File: src/hdl/gsp_pkg.sv
// ----------------------------------------------------------------------------
// gsp_pkg
// Shared constants, codes and curve tables for the gas sensor ppm converter.
// ----------------------------------------------------------------------------
`default_nettype none

package gsp_pkg;

  localparam int unsigned ADC_BITS       = 12;
  localparam logic [11:0] ADC_FULL       = 12'((1 << ADC_BITS) - 1);
  localparam int unsigned FAIL_LIMIT_DEF = 5;

  localparam int unsigned CFG_W = 20;

  // input kinds
  localparam logic [1:0] KIND_TICK    = 2'd0;
  localparam logic [1:0] KIND_READ    = 2'd1;
  localparam logic [1:0] KIND_RESTART = 2'd2;

  // status codes
  localparam logic [1:0] ST_OK      = 2'd0;
  localparam logic [1:0] ST_FAULT   = 2'd1;
  localparam logic [1:0] ST_PREHEAT = 2'd2;
  localparam logic [1:0] ST_FAILED  = 2'd3;

  // config register indexes
  localparam logic [1:0] REG_SENSOR_TYPE = 2'd0;
  localparam logic [1:0] REG_R0          = 2'd1;
  localparam logic [1:0] REG_RL          = 2'd2;
  localparam logic [1:0] REG_PREHEAT     = 2'd3;

  localparam logic [1:0]       SENSOR_TYPE_RST = 2'd0;
  localparam logic [CFG_W-1:0] R0_RST          = 20'd2560;
  localparam logic [CFG_W-1:0] RL_RST          = 20'd2560;
  localparam logic [CFG_W-1:0] PREHEAT_RST     = 20'd20000;

  localparam logic [29:0] LN2_Q30  = 30'd744261118;
  localparam logic [24:0] PPM_MAX  = 25'd25600000;
  localparam logic [9:0]  THOUSAND = 10'd1000;
  localparam int unsigned EXP_TERMS = 20;

  // divider geometry
  localparam int unsigned DIV_W  = 48;
  localparam int unsigned DIV_DW = 10;

  // curve coefficient a, scaled by 1000
  function automatic logic [19:0] curve_a_milli(input logic [1:0] t);
    logic [19:0] r;
    case (t)
      2'd0:    r = 20'd987990;
      2'd1:    r = 20'd99042;
      2'd2:    r = 20'd110470;
      default: r = 20'd1000;
    endcase
    return r;
  endfunction

  // magnitude of exponent b, scaled by 1000; all curves have negative b
  function automatic logic [11:0] curve_b_mag(input logic [1:0] t);
    logic [11:0] r;
    case (t)
      2'd0:    r = 12'd2162;
      2'd1:    r = 12'd1518;
      2'd2:    r = 12'd2862;
      default: r = 12'd0;
    endcase
    return r;
  endfunction

endpackage

`default_nettype wire

File: src/hdl/gsp_div.sv
// ----------------------------------------------------------------------------
// gsp_div
// Restoring unsigned divider, one quotient bit per cycle.
// ----------------------------------------------------------------------------
`default_nettype none

module gsp_div #(
  parameter int unsigned W  = 48,
  parameter int unsigned DW = 10
) (
  input  wire logic          clk_i,
  input  wire logic          rst_ni,
  input  wire logic          start_i,
  input  wire logic [W-1:0]  dividend_i,
  input  wire logic [DW-1:0] divisor_i,
  output logic               busy_o,
  output logic [W-1:0]       quotient_o
);

  localparam int unsigned CW = $clog2(W + 1);

  logic          busy_q, busy_d;
  logic [CW-1:0] cnt_q, cnt_d;
  logic [W-1:0]  quo_q, quo_d;
  logic [DW-1:0] rem_q, rem_d;
  logic [DW:0]   rem_sh;
  logic          take;

  always_comb begin
    busy_d = busy_q;
    cnt_d  = cnt_q;
    quo_d  = quo_q;
    rem_d  = rem_q;
    rem_sh = {rem_q, quo_q[W-1]};
    take   = rem_sh >= {1'b0, divisor_i};
    if (start_i) begin
      busy_d = 1'b1;
      cnt_d  = CW'(W);
      quo_d  = dividend_i;
      rem_d  = '0;
    end else if (busy_q) begin
      rem_d = take ? DW'(rem_sh - {1'b0, divisor_i}) : rem_sh[DW-1:0];
      quo_d = {quo_q[W-2:0], take};
      cnt_d = cnt_q - CW'(1);
      if (cnt_q == CW'(1)) begin
        busy_d = 1'b0;
      end
    end
  end

  always_ff @(posedge clk_i or negedge rst_ni) begin
    if (!rst_ni) begin
      busy_q <= 1'b0;
      cnt_q  <= '0;
    end else begin
      busy_q <= busy_d;
      cnt_q  <= cnt_d;
    end
  end

  always_ff @(posedge clk_i) begin
    quo_q <= quo_d;
    rem_q <= rem_d;
  end

  assign busy_o     = busy_q;
  assign quotient_o = quo_q;

endmodule

`default_nettype wire

File: src/hdl/gas_sensor_ppm_converter.sv
// ----------------------------------------------------------------------------
// gas_sensor_ppm_converter
// MQ-series power-law ppm converter with warm-up gating and fault latch.
// ----------------------------------------------------------------------------
// Ticks and restarts are handled in the idle state. A refused or pre-failed
// read goes straight to the done state, which holds the input off until the
// output is free and then registers its word. A converted read runs on one
// shared multiplier and one bit-serial divider: two products, four base-2
// logs, a divide by 1000 done as multiply steps with a reciprocal, then up to
// 20 series terms of one multiply plus a divide each. The input is not ready
// while a read converts or its result waits.
`default_nettype none

module gas_sensor_ppm_converter #(
  parameter int unsigned FAIL_LIMIT = gsp_pkg::FAIL_LIMIT_DEF
) (
  input  wire logic        clk_i,
  input  wire logic        rst_ni,
  input  wire logic        in_valid_i,
  output logic             in_ready_o,
  input  wire logic [1:0]  kind_i,
  input  wire logic [11:0] adc_sample_i,
  output logic             out_valid_o,
  input  wire logic        out_ready_i,
  output logic [1:0]       status_code_o,
  output logic [24:0]      ppm_value_o,
  output logic [7:0]       failures_seen_o,
  input  wire logic        cfg_valid_i,
  output logic             cfg_ready_o,
  input  wire logic [1:0]  cfg_index_i,
  input  wire logic [19:0] cfg_data_i
);

  import gsp_pkg::*;

  localparam logic [3:0] S_IDLE  = 4'd0;
  localparam logic [3:0] S_NUM   = 4'd1;
  localparam logic [3:0] S_DEN   = 4'd2;
  localparam logic [3:0] S_LNORM = 4'd3;
  localparam logic [3:0] S_LSQ   = 4'd4;
  localparam logic [3:0] S_BMUL  = 4'd5;
  localparam logic [3:0] S_BDIV  = 4'd6;
  localparam logic [3:0] S_EXPX  = 4'd7;
  localparam logic [3:0] S_TMUL  = 4'd8;
  localparam logic [3:0] S_TDIV  = 4'd9;
  localparam logic [3:0] S_FIN   = 4'd10;
  localparam logic [3:0] S_DONE  = 4'd11;
  localparam logic [3:0] S_BQA   = 4'd12;
  localparam logic [3:0] S_BR1   = 4'd13;
  localparam logic [3:0] S_BREC  = 4'd14;

  localparam logic signed [39:0] E_EIGHT = 40'sd8 <<< 30;
  localparam logic signed [39:0] E_HI    = 40'sd26 <<< 30;
  localparam logic signed [39:0] E_LO    = -(40'sd2 <<< 30);
  localparam logic signed [39:0] E_BIAS  = 40'sd2 <<< 30;

  // 2^24 = 16777 * 1000 + 216; ceil(2^41 / 1000) is exact below 2^31
  localparam logic [31:0] P24_QUO    = 32'd16777;
  localparam logic [31:0] P24_REM    = 32'd216;
  localparam logic [31:0] RECIP_1000 = 32'd2199023256;

  // config
  logic [1:0]       type_q;
  logic [CFG_W-1:0] r0_q, rl_q, preheat_q;

  // block state
  logic [19:0] warm_q, warm_d;
  logic [7:0]  fc_q, fc_d;
  logic        fault_q, fault_d;

  // sequencer
  logic [3:0]  state_q, state_d;
  logic [1:0]  res_q, res_d;
  logic [24:0] rppm_q, rppm_d;
  logic [11:0] raw_q, raw_d;
  logic [31:0] num_q, num_d, den_q, den_d;
  logic [1:0]  j_q, j_d;
  logic [4:0]  it_q, it_d;
  logic [4:0]  n_q, n_d;
  logic [30:0] m_q, m_d;
  logic [29:0] frac_q, frac_d;
  logic signed [36:0] lr_q, lr_d, ea_q, ea_d;
  logic        neg_q, neg_d;
  logic [46:0] p_q, p_d;
  logic [37:0] qa_q, qa_d;
  logic [30:0] r1_q, r1_d;
  logic [37:0] qd_q, qd_d;
  logic [4:0]  k_q, k_d;
  logic [29:0] f_q, f_d;
  logic [29:0] x_q, x_d;
  logic [30:0] term_q, term_d;
  logic [31:0] sum_q, sum_d;
  logic [4:0]  nt_q, nt_d;

  // output word
  logic        ov_q, ov_d;
  logic [1:0]  ost_q, ost_d;
  logic [24:0] oppm_q, oppm_d;
  logic [7:0]  ofs_q, ofs_d;

  // shared multiplier
  logic [35:0] mul_a;
  logic [31:0] mul_b;
  logic [67:0] prod;

  // divider
  logic            div_start;
  logic [DIV_W-1:0]  div_dividend;
  logic [DIV_DW-1:0] div_divisor;
  logic            div_busy;
  logic [DIV_W-1:0]  div_quo;

  logic        in_acc, out_free, pre_fail;
  logic [31:0] log_x;
  logic [4:0]  msb;
  logic [61:0] norm;
  logic [31:0] sq;
  logic        sq_bit;
  logic [29:0] frac_nx;
  logic signed [36:0] logv;
  logic [35:0] lr_mag;
  logic signed [39:0] qs, e_val, u_val;
  logic [58:0] shifted, val;
  logic [30:0] t_new;
  logic [7:0]  fc_inc;

  gsp_div #(.W(DIV_W), .DW(DIV_DW)) u_div (
    .clk_i      (clk_i),
    .rst_ni     (rst_ni),
    .start_i    (div_start),
    .dividend_i (div_dividend),
    .divisor_i  (div_divisor),
    .busy_o     (div_busy),
    .quotient_o (div_quo)
  );

  assign cfg_ready_o = 1'b1;
  assign in_ready_o  = (state_q == S_IDLE);
  assign in_acc      = in_valid_i && in_ready_o;
  assign out_free    = !ov_q || out_ready_i;

  always_ff @(posedge clk_i or negedge rst_ni) begin
    if (!rst_ni) begin
      type_q    <= SENSOR_TYPE_RST;
      r0_q      <= R0_RST;
      rl_q      <= RL_RST;
      preheat_q <= PREHEAT_RST;
    end else if (cfg_valid_i) begin
      case (cfg_index_i)
        REG_SENSOR_TYPE: type_q    <= cfg_data_i[1:0];
        REG_R0:          r0_q      <= cfg_data_i;
        REG_RL:          rl_q      <= cfg_data_i;
        REG_PREHEAT:     preheat_q <= cfg_data_i;
        default:         ;
      endcase
    end
  end

  // multiplier operand select
  always_comb begin
    mul_a = '0;
    mul_b = '0;
    case (state_q)
      S_NUM:  begin mul_a = 36'(rl_q);   mul_b = 32'(ADC_FULL - raw_q); end
      S_DEN:  begin mul_a = 36'(raw_q);  mul_b = 32'(r0_q); end
      S_LSQ:  begin mul_a = 36'(m_q);    mul_b = 32'(m_q); end
      S_BMUL: begin mul_a = lr_mag;      mul_b = 32'(curve_b_mag(type_q)); end
      S_BQA:  begin mul_a = 36'(p_q[46:24]); mul_b = P24_QUO; end
      S_BR1:  begin mul_a = 36'(p_q[46:24]); mul_b = P24_REM; end
      S_BREC: begin mul_a = 36'(r1_q);   mul_b = RECIP_1000; end
      S_EXPX: begin mul_a = 36'(f_q);    mul_b = 32'(LN2_Q30); end
      S_TMUL: begin mul_a = 36'(term_q); mul_b = 32'(x_q); end
      default: ;
    endcase
  end
  assign prod = 68'(mul_a) * 68'(mul_b);

  assign div_start    = (state_q == S_TMUL);
  assign div_dividend = DIV_W'(prod[61:30]);
  assign div_divisor  = DIV_DW'(nt_q);

  // log normalization
  always_comb begin
    case (j_q)
      2'd0:    log_x = num_q;
      2'd1:    log_x = den_q;
      2'd2:    log_x = 32'(curve_a_milli(type_q));
      default: log_x = 32'(THOUSAND);
    endcase
    msb = '0;
    for (int i = 0; i < 32; i++) begin
      if (log_x[i]) msb = 5'(i);
    end
  end
  assign norm = ({30'd0, log_x} << 30) >> msb;

  assign sq      = prod[61:30];
  assign sq_bit  = sq[31];
  assign frac_nx = {frac_q[28:0], sq_bit};
  assign logv    = $signed({2'b00, n_q, frac_nx});

  assign lr_mag = lr_q[36] ? 36'(-lr_q) : 36'(lr_q);
  assign qs     = $signed({2'b00, qd_q});
  assign e_val  = 40'(ea_q) + E_EIGHT + (neg_q ? -qs : qs);
  assign u_val  = e_val + E_BIAS;

  assign shifted = 59'(sum_q) << k_q;
  assign val     = (shifted + 59'h80000000) >> 32;
  assign t_new   = div_quo[30:0];
  assign fc_inc  = (fc_q == 8'hFF) ? fc_q : fc_q + 8'd1;

  assign pre_fail = (type_q > 2'd2) || (r0_q == '0) || (rl_q == '0)
                  || (21'(adc_sample_i) * 21'd330 <= 21'(ADC_FULL))
                  || (adc_sample_i >= ADC_FULL);

  always_comb begin
    state_d = state_q;
    warm_d  = warm_q;
    fc_d    = fc_q;
    fault_d = fault_q;
    res_d   = res_q;
    rppm_d  = rppm_q;
    raw_d   = raw_q;
    num_d   = num_q;
    den_d   = den_q;
    j_d     = j_q;
    it_d    = it_q;
    n_d     = n_q;
    m_d     = m_q;
    frac_d  = frac_q;
    lr_d    = lr_q;
    ea_d    = ea_q;
    neg_d   = neg_q;
    p_d     = p_q;
    qa_d    = qa_q;
    r1_d    = r1_q;
    qd_d    = qd_q;
    k_d     = k_q;
    f_d     = f_q;
    x_d     = x_q;
    term_d  = term_q;
    sum_d   = sum_q;
    nt_d    = nt_q;
    ov_d    = ov_q && !out_ready_i;
    ost_d   = ost_q;
    oppm_d  = oppm_q;
    ofs_d   = ofs_q;

    case (state_q)
      S_IDLE: begin
        if (in_acc) begin
          case (kind_i)
            KIND_TICK: begin
              if (warm_q != 20'hFFFFF) warm_d = warm_q + 20'd1;
            end
            KIND_RESTART: begin
              warm_d  = '0;
              fc_d    = '0;
              fault_d = 1'b0;
            end
            KIND_READ: begin
              raw_d   = adc_sample_i;
              rppm_d  = '0;
              state_d = S_DONE;
              if (fault_q)                 res_d = ST_FAULT;
              else if (warm_q < preheat_q) res_d = ST_PREHEAT;
              else if (pre_fail)           res_d = ST_FAILED;
              else                         state_d = S_NUM;
            end
            default: ;
          endcase
        end
      end
      S_NUM: begin
        num_d   = prod[31:0];
        state_d = S_DEN;
      end
      S_DEN: begin
        den_d   = prod[31:0];
        j_d     = 2'd0;
        state_d = S_LNORM;
      end
      S_LNORM: begin
        n_d     = msb;
        m_d     = norm[30:0];
        frac_d  = '0;
        it_d    = '0;
        state_d = S_LSQ;
      end
      S_LSQ: begin
        m_d    = sq_bit ? sq[31:1] : sq[30:0];
        frac_d = frac_nx;
        it_d   = it_q + 5'd1;
        if (it_q == 5'd29) begin
          case (j_q)
            2'd0:    lr_d = logv;
            2'd1:    lr_d = lr_q - logv;
            2'd2:    ea_d = logv;
            default: ea_d = ea_q - logv;
          endcase
          j_d     = j_q + 2'd1;
          state_d = (j_q == 2'd3) ? S_BMUL : S_LNORM;
        end
      end
      S_BMUL: begin
        // b is negative, so the product sign is the inverse of lr's sign
        neg_d   = !lr_q[36];
        p_d     = prod[46:0];
        state_d = S_BQA;
      end
      // split p = hi * 2^24 + lo; p / 1000 = hi * 16777 + (hi * 216 + lo) / 1000
      S_BQA: begin
        qa_d    = prod[37:0];
        state_d = S_BR1;
      end
      S_BR1: begin
        r1_d    = prod[30:0] + {7'd0, p_q[23:0]};
        state_d = S_BREC;
      end
      S_BREC: begin
        qd_d    = qa_q + 38'(prod[62:41]);
        state_d = S_BDIV;
      end
      S_BDIV: begin
        if (e_val >= E_HI) begin
          res_d   = ST_FAILED;
          state_d = S_DONE;
        end else if (e_val < E_LO) begin
          res_d   = ST_OK;
          rppm_d  = '0;
          state_d = S_DONE;
        end else begin
          k_d     = u_val[34:30];
          f_d     = u_val[29:0];
          state_d = S_EXPX;
        end
      end
      S_EXPX: begin
        x_d     = prod[59:30];
        term_d  = 31'd1 << 30;
        sum_d   = 32'd1 << 30;
        nt_d    = 5'd1;
        state_d = S_TMUL;
      end
      S_TMUL: begin
        state_d = S_TDIV;
      end
      S_TDIV: begin
        if (!div_busy) begin
          if (t_new == '0) begin
            state_d = S_FIN;
          end else begin
            term_d = t_new;
            sum_d  = sum_q + 32'(t_new);
            nt_d   = nt_q + 5'd1;
            state_d = (nt_q == 5'(EXP_TERMS)) ? S_FIN : S_TMUL;
          end
        end
      end
      S_FIN: begin
        if (val > 59'(PPM_MAX)) begin
          res_d = ST_FAILED;
        end else begin
          res_d  = ST_OK;
          rppm_d = val[24:0];
        end
        state_d = S_DONE;
      end
      S_DONE: begin
        if (out_free) begin
          ov_d    = 1'b1;
          oppm_d  = '0;
          ofs_d   = fc_q;
          state_d = S_IDLE;
          case (res_q)
            ST_OK: begin
              ost_d  = ST_OK;
              oppm_d = rppm_q;
              fc_d   = '0;
              ofs_d  = '0;
            end
            ST_FAULT:   ost_d = ST_FAULT;
            ST_PREHEAT: ost_d = ST_PREHEAT;
            default: begin
              fc_d  = fc_inc;
              ofs_d = fc_inc;
              if (fc_inc > 8'(FAIL_LIMIT)) begin
                fault_d = 1'b1;
                ost_d   = ST_FAULT;
              end else begin
                ost_d = ST_FAILED;
              end
            end
          endcase
        end
      end
      default: state_d = S_IDLE;
    endcase
  end

  always_ff @(posedge clk_i or negedge rst_ni) begin
    if (!rst_ni) begin
      state_q <= S_IDLE;
      warm_q  <= '0;
      fc_q    <= '0;
      fault_q <= 1'b0;
      ov_q    <= 1'b0;
    end else begin
      state_q <= state_d;
      warm_q  <= warm_d;
      fc_q    <= fc_d;
      fault_q <= fault_d;
      ov_q    <= ov_d;
    end
  end

  always_ff @(posedge clk_i) begin
    res_q  <= res_d;
    rppm_q <= rppm_d;
    raw_q  <= raw_d;
    num_q  <= num_d;
    den_q  <= den_d;
    j_q    <= j_d;
    it_q   <= it_d;
    n_q    <= n_d;
    m_q    <= m_d;
    frac_q <= frac_d;
    lr_q   <= lr_d;
    ea_q   <= ea_d;
    neg_q  <= neg_d;
    p_q    <= p_d;
    qa_q   <= qa_d;
    r1_q   <= r1_d;
    qd_q   <= qd_d;
    k_q    <= k_d;
    f_q    <= f_d;
    x_q    <= x_d;
    term_q <= term_d;
    sum_q  <= sum_d;
    nt_q   <= nt_d;
    ost_q  <= ost_d;
    oppm_q <= oppm_d;
    ofs_q  <= ofs_d;
  end

  assign out_valid_o     = ov_q;
  assign status_code_o   = ost_q;
  assign ppm_value_o     = oppm_q;
  assign failures_seen_o = ofs_q;

endmodule

`default_nettype wire
File: config.mk
export PLATFORM = sky130hd
export DESIGN_NAME = gas_sensor_ppm_converter
export DESIGN_NICKNAME = d
export VERILOG_FILES = /design/src/hdl/gsp_pkg.sv /design/src/hdl/gsp_div.sv /design/src/hdl/gas_sensor_ppm_converter.sv
export SDC_FILE = /design/constraint.sdc
export NUM_CORES = 2
export LEC_CHECK = 0
export BUFFER_PORTS_ARGS = -buffer_cell sky130_fd_sc_hd__buf_4
export CAP_MARGIN = 20
export CORE_MARGIN = 3
export CORE_UTILIZATION = 55
export CTS_CLUSTER_SIZE = 24
export DETAILED_ROUTE_END_ITERATION = 16
export PLACE_DENSITY = 0.81
export SYNTH_ARGS = -nofsm -noshare
export SYNTH_HDL_FRONTEND = slang
export SYNTH_HIERARCHICAL = 1
export SYNTH_SLANG_ARGS = --single-unit
File: constraint.sdc
create_clock -name clk_i -period 16.2 [get_ports clk_i]
set_input_delay 0 -clock clk_i [delete_from_list [all_inputs] [get_ports clk_i]]
set_output_delay 0 -clock clk_i [all_outputs]
set_load 0.005 [all_outputs]
# After elaboration in Yosys (flattened, before gate mapping)
# Cells that the tools add are included.
word_totals:
  register_bits: 733
  inputBits: 41
  out_inout_bits: 38
  elab_cells: 279
op_classes:
  addsub: 19
  mul: 2
  n_lt_le_gt_ge: 9
  n_eq_ne: 46
  shift: 2
  muxes: 110
  bitwise: 3
  reduce_logical: 48
op_table:
  columns: ["operator", "n"]
  rows:
  - ["one-hot mux 32 bit (9 select lines)", 1]
  - ["one-hot mux 36 bit (8 select lines)", 1]
  - ["2-to-1 mux 5 bit", 32]
  - ["one-hot mux 37 bit (2 select lines)", 2]
  - ["2-to-1 mux 32 bit", 4]
  - ["2-to-1 mux 25 bit", 5]
  - ["one-hot mux 31 bit (2 select lines)", 2]
  - ["one-hot mux 32 bit (3 select lines)", 1]
  - ["2-to-1 mux 31 bit", 3]
  - ["one-hot mux 25 bit (3 select lines)", 1]
  - ["subtractor 37 x 36 -> 37 bit", 2]
  - ["one-hot mux 32 bit (2 select lines)", 1]
  - ["multiplier 36 x 32 -> 63 bit", 1]
  - [">> shifter 62 x 5 -> 31 bit", 1]
  - ["one-hot mux 20 bit (3 select lines)", 1]
  - ["one-hot mux 4 bit (15 select lines)", 1]
  - ["adder 59 x 32 -> 59 bit (second input constant)", 1]
  - ["<< shifter 32 x 5 -> 59 bit", 1]
  - ["one-hot mux 29 bit (2 select lines)", 1]
  - ["adder 38 x 40 -> 40 bit", 1]
  - ["greater-or-equal comparator 40 x 36 -> 1 bit (second input constant)", 1]
  - ["logical NOT 20 bit", 2]
  - ["less-than comparator 40 x 32 -> 1 bit (second input constant)", 1]
  - ["2-to-1 mux 4 bit", 10]
  - ["other kinds (68)", 162]

# Depth between registers and ports, before layout
logic_depth:
  word_depth: 36
  mapped_depth: 57
  mapped_depth_nobuf: 52

# Hierarchy
# The synthesis kept the hierarchy.
modules_own_cells:
  columns: ["mod", "n_inst", "cells_per_inst", "area_per_inst_um2", "seq_area_each_um2"]
  rows:
  - ["gas_sensor_ppm_converter", 1, 8083, 78011.1, 19590.0]
  - ["gsp_div", 1, 267, 3345.7, 1816.7]

# Least setup slack after synthesis
# No wires, ideal clock.
synth_timing:
  path_kind: "flip-flop to flip-flop"
  from: "register state_q[1]"
  to: "register lr_q[36], data pin"
  setup_ns: 0.263
  arrival_ns: 14.088
  required_time_ns: 15.937
  setup_slack_ns: 1.850
  stages_incl_launch_ff: 54
  path_buffers: 6
  period_less_slack_ns: 14.350
  cell_sequence: "dfrtp_1 clkbuf_1 clkinv_1 nor2_1 nand3_1 inv_1 clkbuf_1 clkbuf_1 clkbuf_1 a22oi_1 o211ai_1 clkbuf_1 nand2_1 fa_1 inv_1 fa_1 inv_1 fa_1 [18 not listed] xor2_1 clkbuf_1 ha_1 inv_1 fa_1 a21o_1 a21o_1 a21oi_1 o21bai_1 a22oi_1 o2111a_1 nor2_1 a41o_1 o41ai_1 o2111ai_1 a21oi_1 o21ai_0 mux2i_1"
synth_via:
  elab_chain_len: 6
  word_cells_on_any_way: 15
  cone_classes: "add/sub (1); mul (1); eq/ne (9); mux (3); reduce/logical (1)"
synth_rtl:
  columns: ["element", "line_no", "text"]
  rows:
  - ["start: declaration", "gas_sensor_ppm_converter.sv:72", "logic [3:0] state_q, state_d;"]
  - ["start signal: assignment", "gas_sensor_ppm_converter.sv:409", "state_q <= state_d;"]
  - ["equality test 4 bit", "gas_sensor_ppm_converter.sv:163", "case (state_q)"]
  - ["OR reduction 2 bit (no source line)", null, null]
  - ["one-hot mux 36 bit (8 select lines)", "gas_sensor_ppm_converter.sv:163", null]
  - ["multiplier 36 x 32 -> 63 bit *", "gas_sensor_ppm_converter.sv:176", "assign prod = 68'(mul_a) * 68'(mul_b);"]
  - ["net prod[61]", "gas_sensor_ppm_converter.sv:104", "logic [67:0] prod;"]
  - ["subtractor 37 x 36 -> 37 bit *", "gas_sensor_ppm_converter.sv:297", "2'd1: lr_d = lr_q - logv;"]
  - ["one-hot mux 37 bit (2 select lines) *", "gas_sensor_ppm_converter.sv:295", "case (j_q)"]
  - ["end signal: assignment", "gas_sensor_ppm_converter.sv:428", "lr_q <= lr_d;"]
  - ["end: declaration", "gas_sensor_ppm_converter.sv:82", "logic signed [36:0] lr_q, lr_d, ea_q, ea_d;"]
# The timed path passes the listed nets; every way through them passes the cells marked *.
# A chain may end at the register's enable or synchronous reset.

# Final worst setup path
layout_timing:
  from: "register state_q[3]"
  to: "register ea_q[34], data pin"
layout_via:
  elab_chain_len: 6
  word_cells_on_any_way: 15
  cone_classes: "add/sub (1); mul (1); eq/ne (9); mux (3); reduce/logical (1)"
layout_rtl:
  columns: ["element", "line_no", "text"]
  rows:
  - ["equality test 4 bit", "gas_sensor_ppm_converter.sv:163", null]
  - ["OR reduction 2 bit (no source line)", null, null]
  - ["one-hot mux 36 bit (8 select lines)", "gas_sensor_ppm_converter.sv:163", null]
  - ["multiplier 36 x 32 -> 63 bit *", "gas_sensor_ppm_converter.sv:176", null]
  - ["subtractor 37 x 36 -> 37 bit *", "gas_sensor_ppm_converter.sv:299", "default: ea_d = ea_q - logv;"]
  - ["one-hot mux 37 bit (2 select lines) *", "gas_sensor_ppm_converter.sv:295", null]
  - ["end signal: assignment", "gas_sensor_ppm_converter.sv:429", "ea_q <= ea_d;"]
  - ["end: declaration", "gas_sensor_ppm_converter.sv:82", null]
# Mark *: on every way between the ends. The rest lies on a longest branch, timed or not.

==> results_dict.tcl <==
set metrics [dict create \
    root_buffer "clkbuf_16" \
    hold_path_class "input port to flop" \
    rsz0062_at_grt "no" \
    synth_area_um2 81360 \
    path_class "flop to flop" \
    cts_hold_buf 45 \
    antenna_left 0 \
    fin_hold_ws_ps 53.99 \
    synth-seq-cells 733 \
    route.detailed.drc 0 \
    die_x_um 390.6 \
    yosys_warnings 6 \
    path_clk_slew_ps 70 \
    drive_gt1_share_pct 8.697 \
    vias 66730 \
    netlist.area_leader.share_pct 25.30 \
    post_drt_wl_per_cell_um 28.00 \
    cts_buffers 79 \
    numClockSinks 733 \
    skew_ps 43.01 \
    finalSetupTns_ps 0 \
    dp_cells 10350 \
    placed_area_um2 85630 \
    track_usage_pct 38.81 \
    synth_area_leaders "fa_1, edfxtp_1, ha_1, inv_1, nand2_1" \
    io_pins 79 \
    fillCellCount 11870 \
    cts_setup_buffers 0 \
    instances_no_fill 10560 \
    cp-start-kind "flop" \
    antenna_found_initial 18 \
    grt.overflow.total 0 \
    netlist_instances 8350 \
    design.core.area_um2 146300 \
    drt_iter0_drc 8785 \
    cp_data_arrival_time_ps 16160 \
    grt_max_degree 89 \
    cts_max_level 3 \
    critPathRequiredTime_ps 16600 \
    finalMaxSlewViolations 0 \
    period_minus_slack_ps 15760 \
    synth_edf_count 620 \
    grt_first_pass_wirelength_um 432700 \
    fmax_mhz 63.46 \
    async_flop_share_pct 14.05 \
    worst_pin_slew_ps 1318 \
    slowest_stage "a221oi_1" \
    avgViaCountPerCell 6.320 \
    clkLatencyLatePin_ps 710 \
    finalHoldViolCount 0 \
    ys_types 98 \
    avgSynthCellArea_um2 9.743 \
    gp_congestion 1.078 \
    yosys.area.top_type "fa_1" \
    finalCritPeriodShare_pct 97.28 \
    setup-violations-final 0 \
    nets 10200 \
    cp_max_fo 37 \
    cts_resized 0 \
    clk_path_buf_depth 3 \
    cp-end-kind "flop" \
    grt_pass1_vias 66540 \
    yosysSeqAreaShare_pct 26.31 \
    run_status "finished, final reports clean" \
    critPathMaxStageDelay_ps 1040 \
    finalInstanceArea_um2 89110 \
    die_h_um 390.6 \
    io_buffers 77 \
    hpwl_um 233200 \
    cp_common_cell "fa_1" \
    cts_tree "done" \
    synth_flop_cell "edfxtp_1" \
    core.rowCount 140 \
    drv_cap 0 \
    syn_to_final_growth_pct 9.531 \
    wl_um 295600 \
    start_util_pct 55.62 \
    dr.pass1.iters 9 \
    dieArea_um2 152600 \
    max-slew-margin-rel_pct 12.11 \
]
[cells in the final DEF, fill, tap and decap left out, types with 25 or more instances in the layout]
cell type and n:
conb_1 112, o31ai_1 42, o211ai_1 31, clkbuf_16 82, buf_4 326, inv_1 1276, and3_1 86, dlygate4sd3_1 46
xnor2_1 211, mux2i_1 110, nand2b_1 62, a21o_1 115, a22oi_1 65, a21oi_1 312, edfxtp_1 620, a31oi_1 35
o21a_1 60, nand3_1 114, o21ai_0 254, dfrtp_1 94, or2_2 31, o22ai_1 31, fa_1 1028, nor2b_1 48
nand2_1 888, nor4_1 43, o21bai_1 39, o41ai_1 25, or3_1 42, nor2_1 829, ha_1 563, and2_1 77
a211oi_1 44, nand4_1 54, mux2_2 138, xor2_1 130, nor3_1 100
[metal layers]
layer  track usage (%)  vias to the layer above  wire, µm
li1                  -                    28150         -
met1             50.77                    32960    107200
met2             55.75                     4527    122500
met3             12.10                     1083     40820
met4             25.26                       12     24990
met5                 0                        -        77
[cell families (layout without fill, tap and decap cells)]
kind of cell / Yosys count / after routing / share of synthesized area (%)
buffers and inverters: 1639 / 1814 / 7.647
XOR/XNOR: 356 / 356 / 3.832
AND/OR/NAND/NOR: 2470 / 2470 / 13.52
flip-flops: 733 / 733 / 26.31
adder cells (fa/ha/maj): 1593 / 1593 / 33.98
AO/OA/AOI/OAI: 1272 / 1272 / 10.32
multiplexers: 285 / 285 / 4.371
other: 2 / 118 / 0.009231
[state kept, by name (all words and copies together), names as in the netlist, 32 cells and up]
register / cells
den_q: 32
ea_q: 37
lr_q: 37
num_q: 32
p_q: 47
qa_q: 38
qd_q: 38
sum_q: 32
u_div/quotient_o: 48
[cell usage after synthesis, types with 46 or more instances]
master	number
nand2b_1	62
nand4_1	54
and3_1	86
clkbuf_1	304
a211oi_1	46
o21a_1	60
mux2i_1	110
xnor2_1	221
mux2_2	138
edfxtp_1	620
nor2_1	836
a21o_1	115
nor3_1	108
nand3_1	115
a22oi_1	65
xor2_1	135
fa_1	1028
a21oi_1	312
dfrtp_1	94
inv_1	1281
nand2_1	890
ha_1	565
nor2b_1	49
and2_1	77
o21ai_0	265
[path summary, 6_finish.rpt]
kind,slack (ps),from,depth (start not counted),end
setup / recovery,440,state_q[3],49,ea_q[34]
hold / removal,50,cfg_index_i[0],4,rl_q[15]
setup reg to reg,440,state_q[3],49,ea_q[34]
hold reg to reg,500,u_div/rem_q[8],2,u_div/rem_q[8]
max in group asynchronous,14900,rst_ni,4,state_q[1]
min in group asynchronous,510,rst_ni,3,preheat_q[14]
[critical path, delay by kind of cell (launching register included)]
family                     cells  cell delay [ps]
AOI/OAI and AO/OA             17             5790
xor gates and xnor gates       2              370
DFF                            1              590
adders and majority gates     11             5000
buffers and inverters         10             1350
and+or+nand+nor                9             2300
[cell type report]
| cell class | instances | area (µm²) | area share, % |
|---|---|---|---|
| multi-input combinational | 6088 | 54500 | 61.16 |
| sequential | 733 | 21410 | 24.02 |
| inverter | 1285 | 4823 | 5.413 |
| timing repair buffer | 381 | 3063 | 3.437 |
| tap | 1917 | 2399 | 2.692 |
| clock buffer | 95 | 2161 | 2.425 |
| clock inverter | 53 | 742.0 | 0.8326 |
| antenna | 6 | 15.01 | 0.01685 |
[stage by stage]
stage	utilization [%]	worst slack (ps)
6_report	60.92	441.4
5_1_grt	60.91	218.9
4_1_cts	60.85	1037
3_5_place_dp	58.54	1141
3_3_place_gp	58.52	1315
2_1_floorplan	-	1850
Power is not shown: default switching activity piles up to over one toggle a cycle in this logic, so the estimate is an artifact.
